--- src/bns_pkg.sv ---
`timescale 1ns / 1ps
`default_nettype none
package bns_pkg;

  localparam int COORD_W  = 16;
  localparam int CLASS_W  = 8;
  localparam int TDATA_W  = 5 * COORD_W + CLASS_W;
  localparam int TUSER_W  = 2;
  localparam int AREA_W   = 2 * COORD_W;
  localparam int SPAN_W   = COORD_W + 2;
  localparam int PROD_W   = 2 * SPAN_W;
  localparam int LIMQ_W   = AREA_W + COORD_W;
  localparam int CMP_W    = PROD_W + COORD_W;

  localparam logic [COORD_W-1:0] LIMIT_RESET = 16'h8000;

  localparam logic REG_CONF    = 1'b0;
  localparam logic REG_OVERLAP = 1'b1;

  typedef struct packed {
    logic load;
    logic scan_init;
    logic eval;
    logic finish;
  } ctrl_cmd_t;

  typedef struct packed {
    logic scan_done;
    logic best_found;
    logic cur_valid;
    logic out_free;
  } ctrl_status_t;

  function automatic logic [COORD_W:0] span_lo(input logic [COORD_W-1:0] c,
                                               input logic [COORD_W-1:0] s);
    logic [COORD_W:0] a;
    a = {c, 1'b0};
    return (a > {1'b0, s}) ? a - {1'b0, s} : '0;
  endfunction

  function automatic logic [SPAN_W-1:0] overlap2(input logic [COORD_W-1:0] c1,
                                                 input logic [COORD_W-1:0] s1,
                                                 input logic [COORD_W-1:0] c2,
                                                 input logic [COORD_W-1:0] s2);
    logic [SPAN_W-1:0] l1, h1, l2, h2, l, h;
    l1 = {1'b0, span_lo(c1, s1)};
    l2 = {1'b0, span_lo(c2, s2)};
    h1 = l1 + {1'b0, s1, 1'b0};
    h2 = l2 + {1'b0, s2, 1'b0};
    l = (l1 > l2) ? l1 : l2;
    h = (h1 < h2) ? h1 : h2;
    return (h > l) ? h - l : '0;
  endfunction

endpackage
`default_nettype wire

--- src/bns_ctrl.sv ---
`timescale 1ns / 1ps
`default_nettype none
module bns_ctrl (
  input  wire logic                  clk,
  input  wire logic                  rst,
  input  wire logic                  s_tvalid,
  input  wire logic                  s_tlast,
  output logic                       s_tready,
  input  wire bns_pkg::ctrl_status_t st,
  output bns_pkg::ctrl_cmd_t         cmd
);
  import bns_pkg::*;

  localparam logic [2:0] S_LOAD = 3'd0;
  localparam logic [2:0] S_INIT = 3'd1;
  localparam logic [2:0] S_RD   = 3'd2;
  localparam logic [2:0] S_A    = 3'd3;
  localparam logic [2:0] S_B    = 3'd4;
  localparam logic [2:0] S_C    = 3'd5;
  localparam logic [2:0] S_D    = 3'd6;
  localparam logic [2:0] S_FIN  = 3'd7;

  logic [2:0] state, state_next;
  logic       fin_ok;

  assign s_tready = (state == S_LOAD);
  assign fin_ok   = st.out_free || (!st.cur_valid && st.best_found);

  always_comb begin
    state_next    = state;
    cmd           = '0;
    cmd.load      = (state == S_LOAD) && s_tvalid;
    cmd.scan_init = (state == S_INIT);
    cmd.eval      = (state == S_D);
    cmd.finish    = (state == S_FIN) && fin_ok;
    case (state)
      S_LOAD: begin
        if (s_tvalid && s_tlast) state_next = S_INIT;
      end
      S_INIT: state_next = S_RD;
      S_RD: begin
        state_next = st.scan_done ? S_FIN : S_A;
      end
      S_A: state_next = S_B;
      S_B: state_next = S_C;
      S_C: state_next = S_D;
      S_D: state_next = S_RD;
      S_FIN: begin
        if (fin_ok) state_next = st.best_found ? S_INIT : S_LOAD;
      end
      default: state_next = S_LOAD;
    endcase
  end

  always_ff @(posedge clk) begin
    if (rst) begin
      state <= S_LOAD;
    end else begin
      state <= state_next;
    end
  end

endmodule
`default_nettype wire

--- config.mk ---
export PLATFORM = sky130hd
export DESIGN_NAME = bns_ctrl
export DESIGN_NICKNAME = d
export VERILOG_FILES = /design/src/bns_pkg.sv /design/src/bns_ctrl.sv
export SDC_FILE = /design/constraint.sdc
export NUM_CORES = 1
export LEC_CHECK = 0
export BUFFER_PORTS_ARGS = -buffer_cell sky130_fd_sc_hd__buf_4
export CORE_AREA = 2 2 39 41
export DETAILED_ROUTE_END_ITERATION = 6
export DIE_AREA = 0 0 41 43
export PLACE_DENSITY = 0.33
export SLEW_MARGIN = 20
export SYNTH_ARGS = -nofsm -noshare
export SYNTH_HDL_FRONTEND = slang
export SYNTH_SLANG_ARGS = --single-unit
export TNS_END_PERCENT = 5
--- constraint.sdc ---
create_clock -name clk -period 0.9 [get_ports clk]
set_input_delay 0 -clock clk [delete_from_list [all_inputs] [get_ports clk]]
set_output_delay 0 -clock clk [all_outputs]
set_load 0.02 [all_outputs]
# After elaboration in Yosys (flattened, before gate mapping)
# Cells that the tools add are included.
[op_classes] reduce_logical=9 n_mux=5 eq_ne=9
[op_table] cell="case mux 3 bit (7 select lines)" n=1
[op_table] cell="== test 3 bit, second input constant" n=4
[op_table] cell="2-to-1 mux 3 bit" n=3
[op_table] cell="== test 3 x 2 -> 1 bit, second input constant" n=2
[op_table] cell="logical AND 1 bit" n=4
[op_table] cell="== test 3 x 1 -> 1 bit, second input constant" n=1
[op_table] cell="logical NOT 3 bit" n=1
[op_table] cell="!= test 2 x 1 -> 1 bit, second input constant" n=1
[op_table] cell="!= test 2 bit, second input constant" n=1
[op_table] cell="AND reduction 2 bit" n=1
[op_table] cell="OR reduction 2 bit" n=1
[op_table] cell="logical NOT 1 bit" n=1
[op_table] cell="logical OR 1 bit" n=1
[op_table] cell="2-to-1 mux 1 bit" n=1
[word_totals] regBits=3 inputBits=8 wordCells=24

# Depth between registers and ports, before layout
# Gate-level depths: netlist of run 1.
[depth] depth_word=5 depth_mapped=4 ltp_nobuf=3

# Worst setup path before layout of run 1
# OpenSTA, ideal clock, no wires.
[synth_timing] path_type="reg2out" startpoint="register state[0]" endpoint="output cmd[3] (netlist name)" path_stages_with_launch=4 slack_ns=-0.211 t_arrival_ns=1.111 t_required_ns=0.900 n_path_buf=1 cell_sequence="dfxtp_1 buf_6 nor3_2 and2_1"
[synth_rtl] element="from (decl)" line_no="bns_ctrl.sv:23" source="logic [2:0] state, state_next;"
[synth_rtl] element="from (signal assigned)" line_no="bns_ctrl.sv:59" source="state <= state_next;"
[synth_rtl] element="to (decl)" line_no="bns_ctrl.sv:10" source="output bns_pkg::ctrl_cmd_t cmd"

==> results.md, run 1 <==
- Initial DRT Pass Iterations: 4
- Cells after synthesis: 26
- Maximum clock path buffer count: 2
- Vias in the first global route: 242
- Initial antenna violation count: 0
- Clock root buffer: sky130_fd_sc_hd__clkbuf_4
- Leakage dissipation: 0.195 nW
- Largest register FFs: 3
- Number of sinks handled by clock tree synthesis: 3
- Total power consumption of the routed design: 805 µW
- Unrepaired setup endpoints after global routing: yes
- Skew final: 0.00253 ns
- Violated checks: setup timing
- Run status: finished, violations left
- Starting DRC count in detailed routing: 1
- Antenna-violating nets left: 0
- Slowest CP cell: sky130_fd_sc_hd__dfxtp_4
- Share of layout cells above drive strength 1: 0.708
- Vias: 263
- Number of port buffers: 12
- Yosys warnings: 0
- Switching power: 264 µW
- Synth-to-layout area growth: 112%
- Final critical delay including setup and external delays: 1.06 ns
- GRT overflow: 0
- Share of total power in sequential cells: 0.265
- Flops & latches, synth: 3
- Worst-case reg-to-reg path depth: 5
- Hold Violations, Final: 0
- Dominant cell type by area after synthesis: sky130_fd_sc_hd__dfxtp_1
- Fraction of post-synthesis cell area in the top cell type by area: 0.293
- Detail-routed via count per cell: 4.11
- Fin Setup TNS: -0.886 ns
- Highest net fanout along the worst path: 7
- Path type of the worst setup path: flop to output pin
- Switching part of the total: 0.327
- Data required time at the worst endpoint: 0.90 ns
- Number of cells traversed by the worst hold path: 3
- TritonCTS buffer count: 3
- Core area: 0.00138 mm²
- Worst supply voltage drop on vdd: 0.490 mV
- Final setup violation count: 8
- Wire length of the first global-routing pass: 993 µm
- Most used cells in the layout excluding fill and tap cells: sky130_fd_sc_hd__buf_4 (17), sky130_fd_sc_hd__clkbuf_4 (3), sky130_fd_sc_hd__dfxtp_4 (3)
- Max Transition Viols Final: 0
- Number of core rows: 14
- Number of distinct library cell variants in the gate-level netlist after synthesis: 17
- Slowest Stage Delay on Critical Path: 0.37 ns
- Initial standard-cell utilization of the core: 0.148
- Netlist area before placement: 205 µm²
- Largest net degree at the start of global routing: 9
- Final layout net count: 57
- Crit path cell chain: nor3_4 > and2_4 > buf_6
- Arrival time at the worst endpoint: 1.06 ns
- Portion of total power attributed to combinational logic: 0.444
- Number of nets in the synthesized netlist: 34
- Final WL: 588 µm
- Power density normalized to cell area: 1850 mW/mm²
- Max-slew headroom at the worst pin: 0.846
- Clock edge transition at the registers on the reported setup and hold paths: 0.04 ns
- Critical Path Source Type: flop
- Worst hold-check path type: input port to flop
- Drt drc: 0
- Die outline area: 0.00176 mm²
- Area of placed instances: 325 µm²
- Internal Pwr Total: 542 µW
- Buffers plus inverters on the worst setup path: 1
- Wirelength per Cell: 9.19 µm
- Pin slew with the least headroom to its limit: 0.231 ns
- Clock tree from TritonCTS: built
- Category of cells accounting for the largest share of critical-path delay: flip-flops
- Commonest non-fill, non-tap cell in the layout: sky130_fd_sc_hd__buf_4
- Fillers: 158
- Total number of cells along the worst setup path: 3
- Synth area leaders: sky130_fd_sc_hd__dfxtp_1 (29%), sky130_fd_sc_hd__a221oi_2 (7.3%), sky130_fd_sc_hd__a31oi_1 (6.1%)
- Sequential cell area fraction in the yosys report: 0.293
- DIE WIDTH: 41 µm
- Final cycle utilization of the critical path: 1.18
- Antenna diode instance count: 0
- Clock latency on the worst-skew pair: 0.23 ns
- Final weighted congestion in routability-driven placement: 0.737
- Final Cell Area: 435 µm²
- Clock network fraction of design power: 0.290
- Tot GR Track Use: 0.0923
- Largest registers: state (3)
- Vertical extent of the die: 43 µm
- Worst setup EP type: output pin
- CTS H-Tree Depth: 1
- Top register by number of flip-flops: state
- Number of primary I/O pins: 13
- Reg2reg setup slack: -0.12 ns
- Achievable Freq: 940 MHz
- Max-cap violations: 0
- Final worst slack: -0.164 ns
- Synthesized area per cell: 7.89 µm²
## power by group through the flow
| stage | Sequential, mW | Combinational, mW | Clock [mW] |
|---|---|---|---|
| floorplan | 0.176 | 0.221 | 0 |
| global placement | 0.219 | 0.260 | 0 |
| detailed placement | 0.220 | 0.259 | 0 |
| CTS | 0.222 | 0.320 | 0.249 |
| global route | 0.220 | 0.393 | 0.261 |
| finish | 0.214 | 0.358 | 0.234 |
## final cells by class
class	instances	area, µm²	share of cell area
timing repair buffer	20	160	0.368
multi-input combinational	20	154	0.353
clock buffer	4	26.3	0.0603
sequential	3	71.3	0.164
inverter	1	3.75	0.00862
tap	16	20.0	0.0460
## path summary, 6_finish.rpt
check                                           start               endpoint
worst min register to register  state[1]$_SDFFE_PP0P_  state[1]$_SDFFE_PP0P_
worst max register to register  state[2]$_SDFFE_PP0P_  state[1]$_SDFFE_PP0P_
worst min-delay path                          s_tlast  state[0]$_SDFFE_PP0P_
worst max-delay path            state[1]$_SDFFE_PP0P_                 cmd[3]
## per-stage QoR
step	setup WS [ns]	instances	hold slack, ns	utilization
6_report	-0.164	64	0.0289	0.315
5_1_grt	-0.230	64	0.0336	0.315
4_1_cts	-0.185	61	0.0214	0.290
3_5_place_dp	-0.150	54	0.186	0.235
3_3_place_gp	-0.144	54	0.185	0.235
2_1_floorplan	-0.0585	26	0.0662	-
## worst min-delay path, stage by stage
cell                       delay [ns]
sky130_fd_sc_hd__buf_4           0.11
sky130_fd_sc_hd__nand2_1         0.07
sky130_fd_sc_hd__a221oi_2        0.05
## per-layer routing
layer  share of wire  GRT usage
met2            0.55      0.119
met1            0.36     0.0962
met5               0          0
met3           0.051     0.0314
met4           0.037      0.120
## logic make-up after synthesis
family / share of synthesized area
flops: 0.293
compound gates: 0.238
simple gates: 0.360
buf+inv: 0.110
## synth_stat cells
| cell | number |
|---|---|
| sky130_fd_sc_hd__a31oi_1 | 2 |
| sky130_fd_sc_hd__buf_4 | 1 |
| sky130_fd_sc_hd__nor3_2 | 1 |
| sky130_fd_sc_hd__buf_6 | 1 |
| sky130_fd_sc_hd__and2_1 | 1 |
| sky130_fd_sc_hd__nand2_1 | 3 |
| sky130_fd_sc_hd__nand2b_1 | 2 |
| sky130_fd_sc_hd__o21a_1 | 1 |
| sky130_fd_sc_hd__inv_1 | 1 |
| sky130_fd_sc_hd__dfxtp_1 | 3 |
| sky130_fd_sc_hd__nor2_1 | 3 |
| sky130_fd_sc_hd__a21oi_1 | 1 |
| sky130_fd_sc_hd__nor3_1 | 2 |
| sky130_fd_sc_hd__a221oi_2 | 1 |
| sky130_fd_sc_hd__o2111ai_1 | 1 |
| sky130_fd_sc_hd__nor3b_1 | 1 |
| sky130_fd_sc_hd__nand3_1 | 1 |
## repair_timing
item | in CTS | in global routing
gates cloned | 0 | 0
gates resized for setup | 10 | 3
hold buffers | 1 | 0
endpoints found under the setup margin | 8 | 8
pin swaps | 3 | 2
endpoints found under the hold margin | 3 | 0
buffers inserted | 2 | 3
Note: power is estimated with default switching activity, not from simulation.
==> run 2, diff against run 1 <==
ABC_AREA = 1   (was not set)
BUFFER_PORTS_ARGS = not set   (was -buffer_cell sky130_fd_sc_hd__buf_4)
DONT_BUFFER_PORTS = 1   (was not set)
PLACE_DENSITY = 0.3   (was 0.33)
==> run 2 against run 1 <==
Effect of this change:
- the run still ends with setup timing left
- critical path depth is 3 higher
- fmax is 0.67% higher
- core utilization up 0.18 points
- clock power hardly changed
- via count grew 1.5%
- area after synthesis grew 0.61%
- largest power group unchanged
==> results.md, run 2 <==
- Share of total power in sequential cells: 0.221
- DP Cell Count: 61
- Post-Place Worst Slack: -0.0979 ns
- Wire length of the first global-routing pass: 966 µm
- Async set-reset flop share out of synthesis: 0
- Highest net fanout along the worst path: 4
- CTS H-Tree Depth: 1
- Run status: finished, violations left
- Synth area leaders: sky130_fd_sc_hd__dfxtp_1 (29%), sky130_fd_sc_hd__nand2_1 (16%), sky130_fd_sc_hd__inv_1 (11%)
- Post-detailed-placement half-perimeter wirelength: 439 µm
- Top register by number of flip-flops: state
- Critical Path Source Type: flop
- Maximum clock path buffer count: 2
- Path type of the worst setup path: flop to flop
- TritonCTS buffer count: 3
- Internal Pwr Total: 799 µW
- Number of nets in the synthesized netlist: 43
- Final setup violation count: 7
- Worst hold-check path type: input port to flop
- Clock root buffer: sky130_fd_sc_hd__clkbuf_4
- Number of distinct library cell variants in the gate-level netlist after synthesis: 13
- Detail-routed via count per cell: 3.76
- Leakage dissipation: 0.233 nW
- Skew final: 0.000784 ns
- Number of standard cells in the layout, taps in and fillers out: 71
- Pin slew with the least headroom to its limit: 0.344 ns
- Drt drc: 0
- GRT overflow: 0
- Starting DRC count in detailed routing: 0
- Dominant cell type by area after synthesis: sky130_fd_sc_hd__dfxtp_1
- Number of enable-type register cells in the synthesized netlist: 0
- Vertical extent of the die: 43 µm
- Power density normalized to cell area: 3100 mW/mm²
- Data required time at the worst endpoint: 1.07 ns
- Synthesized area per cell: 5.90 µm²
- Final worst slack: -0.156 ns
- Post-route worst hold slack: 0.0243 ns
- Most frequent cell after synthesis: sky130_fd_sc_hd__nand2_1
- DIE WIDTH: 41 µm
- Final critical delay including setup and external delays: 1.06 ns
- Worst supply voltage drop on vdd: 1.14 mV
- Final WL: 587 µm
- Largest registers: state (3)
- Vias in the first global route: 275
- Violated checks: setup timing
- Initial DRT Pass Iterations: 1
- Antenna-violating nets left: 0
- Achievable Freq: 947 MHz
- Core area: 0.00138 mm²
- Portion of total power attributed to combinational logic: 0.608
- Most used flip-flop cell after synthesis: sky130_fd_sc_hd__dfxtp_1
- Vias: 267
- Clock network fraction of design power: 0.170
- Clock latency on the worst-skew pair: 0.23 ns
- Largest net degree at the start of global routing: 5
- Wirelength per Cell: 8.27 µm
- Initial standard-cell utilization of the core: 0.149
- Arrival time at the worst endpoint: 1.23 ns
- Largest register FFs: 3
- Max-cap violations: 0
- Tot GR Track Use: 0.0821
- Number of sinks handled by clock tree synthesis: 3
- Max-slew headroom at the worst pin: 0.771
- Final cycle utilization of the critical path: 1.17
- Initial antenna violation count: 0
- Hold Violations, Final: 0
- Most used cells in the layout excluding fill and tap cells: sky130_fd_sc_hd__buf_4 (11), sky130_fd_sc_hd__nand2_1 (7), sky130_fd_sc_hd__inv_1 (5)
- Netlist area before placement: 206 µm²
- Unrepaired setup endpoints after global routing: yes
- Switching part of the total: 0.412
- Final layout net count: 64
- Number of primary I/O pins: 13
- Antenna diode instance count: 0
- Die outline area: 0.00176 mm²
- Worst setup EP type: flop
- Final weighted congestion in routability-driven placement: 0.717
- Commonest non-fill, non-tap cell in the layout: sky130_fd_sc_hd__buf_4
- Switching power: 559 µW
- Cells after synthesis: 35
- Flops & latches, synth: 3
- Number of port buffers: 0
- Fraction of post-synthesis cell area in the top cell type by area: 0.291
- Sequential cell area fraction in the yosys report: 0.291
- Yosys warnings: 0
- Max Transition Viols Final: 0
- Top cells by instance count after synthesis: sky130_fd_sc_hd__nand2_1 (9), sky130_fd_sc_hd__inv_1 (6), sky130_fd_sc_hd__nor2_1 (4)
- Clock edge transition at the registers on the reported setup and hold paths: 0.04 ns
- Number of core rows: 14
- Synth-to-layout area growth: 112%
- Clock tree from TritonCTS: built
- Share of layout cells above drive strength 1: 0.582
## run 2: power groups by stage
stage               Clock [mW]  Combinational, mW  Sequential [mW]
floorplan                    0              0.377            0.251
global placement             0              0.628            0.266
detailed placement           0              0.626            0.266
CTS                      0.247              0.729            0.288
global route             0.254              0.906            0.310
finish                   0.231              0.826            0.300
## run 2: critical path: stages (launching register included)
cell and delay [ns]:
sky130_fd_sc_hd__dfxtp_4 0.35, sky130_fd_sc_hd__buf_4 0.14, sky130_fd_sc_hd__buf_4 0.12, sky130_fd_sc_hd__or2_1 0.20, sky130_fd_sc_hd__nand3_1 0.09, sky130_fd_sc_hd__nand2_1 0.05
sky130_fd_sc_hd__inv_1 0.05
## run 2: layout make-up
class | instances | area, µm²
fill | 159 | 946
multi-input combinational | 25 | 155
inverter | 7 | 28.8
tap | 16 | 20.0
clock buffer | 4 | 26.3
timing repair buffer | 16 | 136
sequential | 3 | 71.3
## run 2: stage by stage
stage,power [mW],area (µm²),util,setup TNS [ns]
6_report,1.36,438,0.316,-0.780
5_1_grt,1.47,438,0.316,-1.15
4_1_cts,1.26,395,0.286,-0.906
3_5_place_dp,0.892,307,0.222,-0.336
3_3_place_gp,0.894,307,0.222,-0.304
2_1_floorplan,0.629,211,-,-0.0219
## run 2: path summary, 6_finish.rpt
kind,start,endpoint,slack (ns),depth (start not counted)
worst max-delay path,state[1]$_SDFFE_PP0P_,state[2]$_SDFFE_PP0P_,-0.16,6
worst min-delay path,st[0],state[1]$_SDFFE_PP0P_,0.02,3
worst max register to register,state[1]$_SDFFE_PP0P_,state[2]$_SDFFE_PP0P_,-0.16,6
worst min register to register,state[0]$_SDFFE_PP0P_,state[1]$_SDFFE_PP0P_,0.65,4
## run 2: logic make-up after synthesis
family / synth area share
XOR/XNOR: 0.0424
buffers and inverters: 0.127
AO/OA/AOI/OAI: 0.0849
AND/OR/NAND/NOR: 0.455
flip-flops: 0.291
## run 2: metal layers
metal | share of wire | GRT usage | up-vias | wire (µm)
met2 | 0.58 | 0.116 | 6 | 340
met3 | 0.051 | 0.0157 | 0 | 30
met5 | 0 | 0 | - | 0
li1 | - | - | 145 | -
met1 | 0.37 | 0.0955 | 116 | 216
met4 | 0 | 0.0800 | 0 | 0
## run 2: what timing repair did
action / CTS / global route
pin swaps: 3 / 1
gates resized for setup: 9 / 10
buffers inserted: 3 / 1
setup endpoints to repair: 8 / 8
endpoints found under the hold margin: 3 / 0
hold buffers: 2 / 0
gates cloned: 0 / 0
==> run 3, diff against run 2 <==
ABC_AREA = not set   (was 1)
==> run 3 against run 2 <==
Effect of this change:
- global-route usage is 0.58 points lower
- combinational power shrank 62%
- critical path depth fell by 3
- largest power group unchanged
- die area stayed put
- first-iteration DRC count did not move
- clock skew up 0.0044 ns
- routed wire length is 2.0% lower
- the run still ends with setup timing left
==> results.md, run 3 (synthesis results as in run 1) <==
- Run status: finished, violations left
- Violated checks: setup timing
- Largest register FFs: 3
- Vias: 243
- Path type of the worst setup path: flop to output pin
- Post-Place Worst Slack: -0.151 ns
- Top register by number of flip-flops: state
- Final cycle utilization of the critical path: 1.16
- Hold Violations, Final: 0
- CTS H-Tree Depth: 1
- Max-slew headroom at the worst pin: 0.836
- Synth-to-layout area growth: 84.8%
- Clock network fraction of design power: 0.303
- Number of sinks handled by clock tree synthesis: 3
- Clock tree from TritonCTS: built
- Maximum clock path buffer count: 2
- Max Transition Viols Final: 0
- Number of port buffers: 0
- Switching part of the total: 0.328
- Initial antenna violation count: 0
- Crit path cell chain: buf_6 > nor3_4 > and2_4
- Area of placed instances: 288 µm²
- Total power consumption of the routed design: 769 µW
- Slowest Stage Delay on Critical Path: 0.35 ns
- Internal Pwr Total: 517 µW
- Share of total power in sequential cells: 0.286
- Arrival time at the worst endpoint: 1.05 ns
- Commonest non-fill, non-tap cell in the layout: sky130_fd_sc_hd__buf_4
- Skew final: 0.00522 ns
- Vias in the first global route: 229
- Final WL: 575 µm
- Fin Setup TNS: -0.704 ns
- Fillers: 150
- Wire length of the first global-routing pass: 855 µm
- Detail-routed via count per cell: 4.19
- Number of standard cells in the layout, taps in and fillers out: 58
- Highest net fanout along the worst path: 5
- GRT overflow: 0
- Share of layout cells above drive strength 1: 0.524
- End-of-flow core utilization: 0.274
- Post-route worst hold slack: 0.0512 ns
- Initial standard-cell utilization of the core: 0.148
- Most used cells in the layout excluding fill and tap cells: sky130_fd_sc_hd__buf_4 (9), sky130_fd_sc_hd__nand2_1 (3), sky130_fd_sc_hd__nor2_1 (3), sky130_fd_sc_hd__clkbuf_4 (3), sky130_fd_sc_hd__dlygate4sd3_1 (3)
- Unrepaired setup endpoints after global routing: yes
- Slowest CP cell: sky130_fd_sc_hd__dfxtp_4
- Post-detailed-placement half-perimeter wirelength: 424 µm
- Wirelength per Cell: 9.91 µm
- Max-cap violations: 0
- Vertical extent of the die: 43 µm
- TritonCTS buffer count: 3
- Achievable Freq: 956 MHz
- Leakage dissipation: 0.163 nW
- Data required time at the worst endpoint: 0.90 ns
- Antenna-violating nets left: 0
- Core area: 0.00138 mm²
- Critical Path Source Type: flop
- Final critical delay including setup and external delays: 1.05 ns
- DP Cell Count: 49
- Final worst slack: -0.146 ns
- Worst setup EP type: output pin
- Clock edge transition at the registers on the reported setup and hold paths: 0.04 ns
- Largest net degree at the start of global routing: 11
- Pin slew with the least headroom to its limit: 0.246 ns
- DIE WIDTH: 41 µm
- Tot GR Track Use: 0.0763
- Number of primary I/O pins: 13
- Final layout net count: 51
- Portion of total power attributed to combinational logic: 0.411
- Worst hold-check path type: input port to flop
- Switching power: 252 µW
- Clock root buffer: sky130_fd_sc_hd__clkbuf_4
- Power density normalized to cell area: 2030 mW/mm²
- Number of core rows: 14
- Largest registers: state (3)
- Drt drc: 0
- Reg2reg setup slack: -0.03 ns
- Initial DRT Pass Iterations: 1
- Final Cell Area: 379 µm²
- Starting DRC count in detailed routing: 0
- Worst supply voltage drop on vdd: 0.489 mV
- Final setup violation count: 8
- Clock latency on the worst-skew pair: 0.23 ns
- Antenna diode instance count: 0
- Die outline area: 0.00176 mm²
- Final weighted congestion in routability-driven placement: 0.751
==> run 3: cell types whose count changed in the layout (fill, tap and decap cells not counted), sizes merged, moves of 2 or more <==
cell	delta
a31oi	+2
buf	-3
inv	-6
nand2	-7
nand2b	+2
nor2	-3
==> run 3: layout make-up <==
cell class | count | area, µm² | share of cell area
clock buffers | 4 | 26.3 | 0.0693
flip-flops and latches | 3 | 68.8 | 0.182
repair buffers | 14 | 120 | 0.317
inverters | 1 | 3.75 | 0.00990
well taps | 16 | 20.0 | 0.0528
multi-input cells | 20 | 140 | 0.370
==> run 3: path summary, 6_finish.rpt <==
| path | startpoint | to | cells after the start |
|---|---|---|---|
| hold reg to reg | state[1]$_SDFFE_PP0P_ | state[0]$_SDFFE_PP0P_ | 2 |
| setup reg to reg | state[1]$_SDFFE_PP0P_ | state[0]$_SDFFE_PP0P_ | 4 |
| hold / removal | st[3] | state[2]$_SDFFE_PP0P_ | 3 |
| setup / recovery | state[1]$_SDFFE_PP0P_ | cmd[3] | 3 |
==> run 3: what timing repair did <==
item	CTS	global route
resized for setup	7	1
hold buffers	3	0
hold endpoints to repair	3	0
pin swaps	3	1
endpoints found under the setup margin	8	8
buffers inserted	2	0
==> run 3: worst max-delay path: cells and delay by family (launching register included) <==
kind / cells / cell delay (ns)
buffers and inverters: 1 / 0.12
DFF: 1 / 0.35
and+or+nand+nor: 2 / 0.35
==> run 3: metal layers <==
metal  wire, µm  global-route usage  part of all wire  up-vias
met5          0                   0                 0        -
met3         54              0.0366             0.094        0
met2        279               0.100              0.49       13
met1        241              0.0804              0.42      107
met4          0              0.0800                 0        0
li1           -                   -                 -      123
==> run 3: power groups by stage <==
stage          combinational (mW)  sequential [mW]  clock [mW]
6_report                    0.316            0.220       0.233
5_1_grt                     0.341            0.227       0.259
4_1_cts                     0.317            0.221       0.249
3_5_place_dp                0.264            0.211           0
3_3_place_gp                0.266            0.209           0
2_1_floorplan               0.221            0.176           0
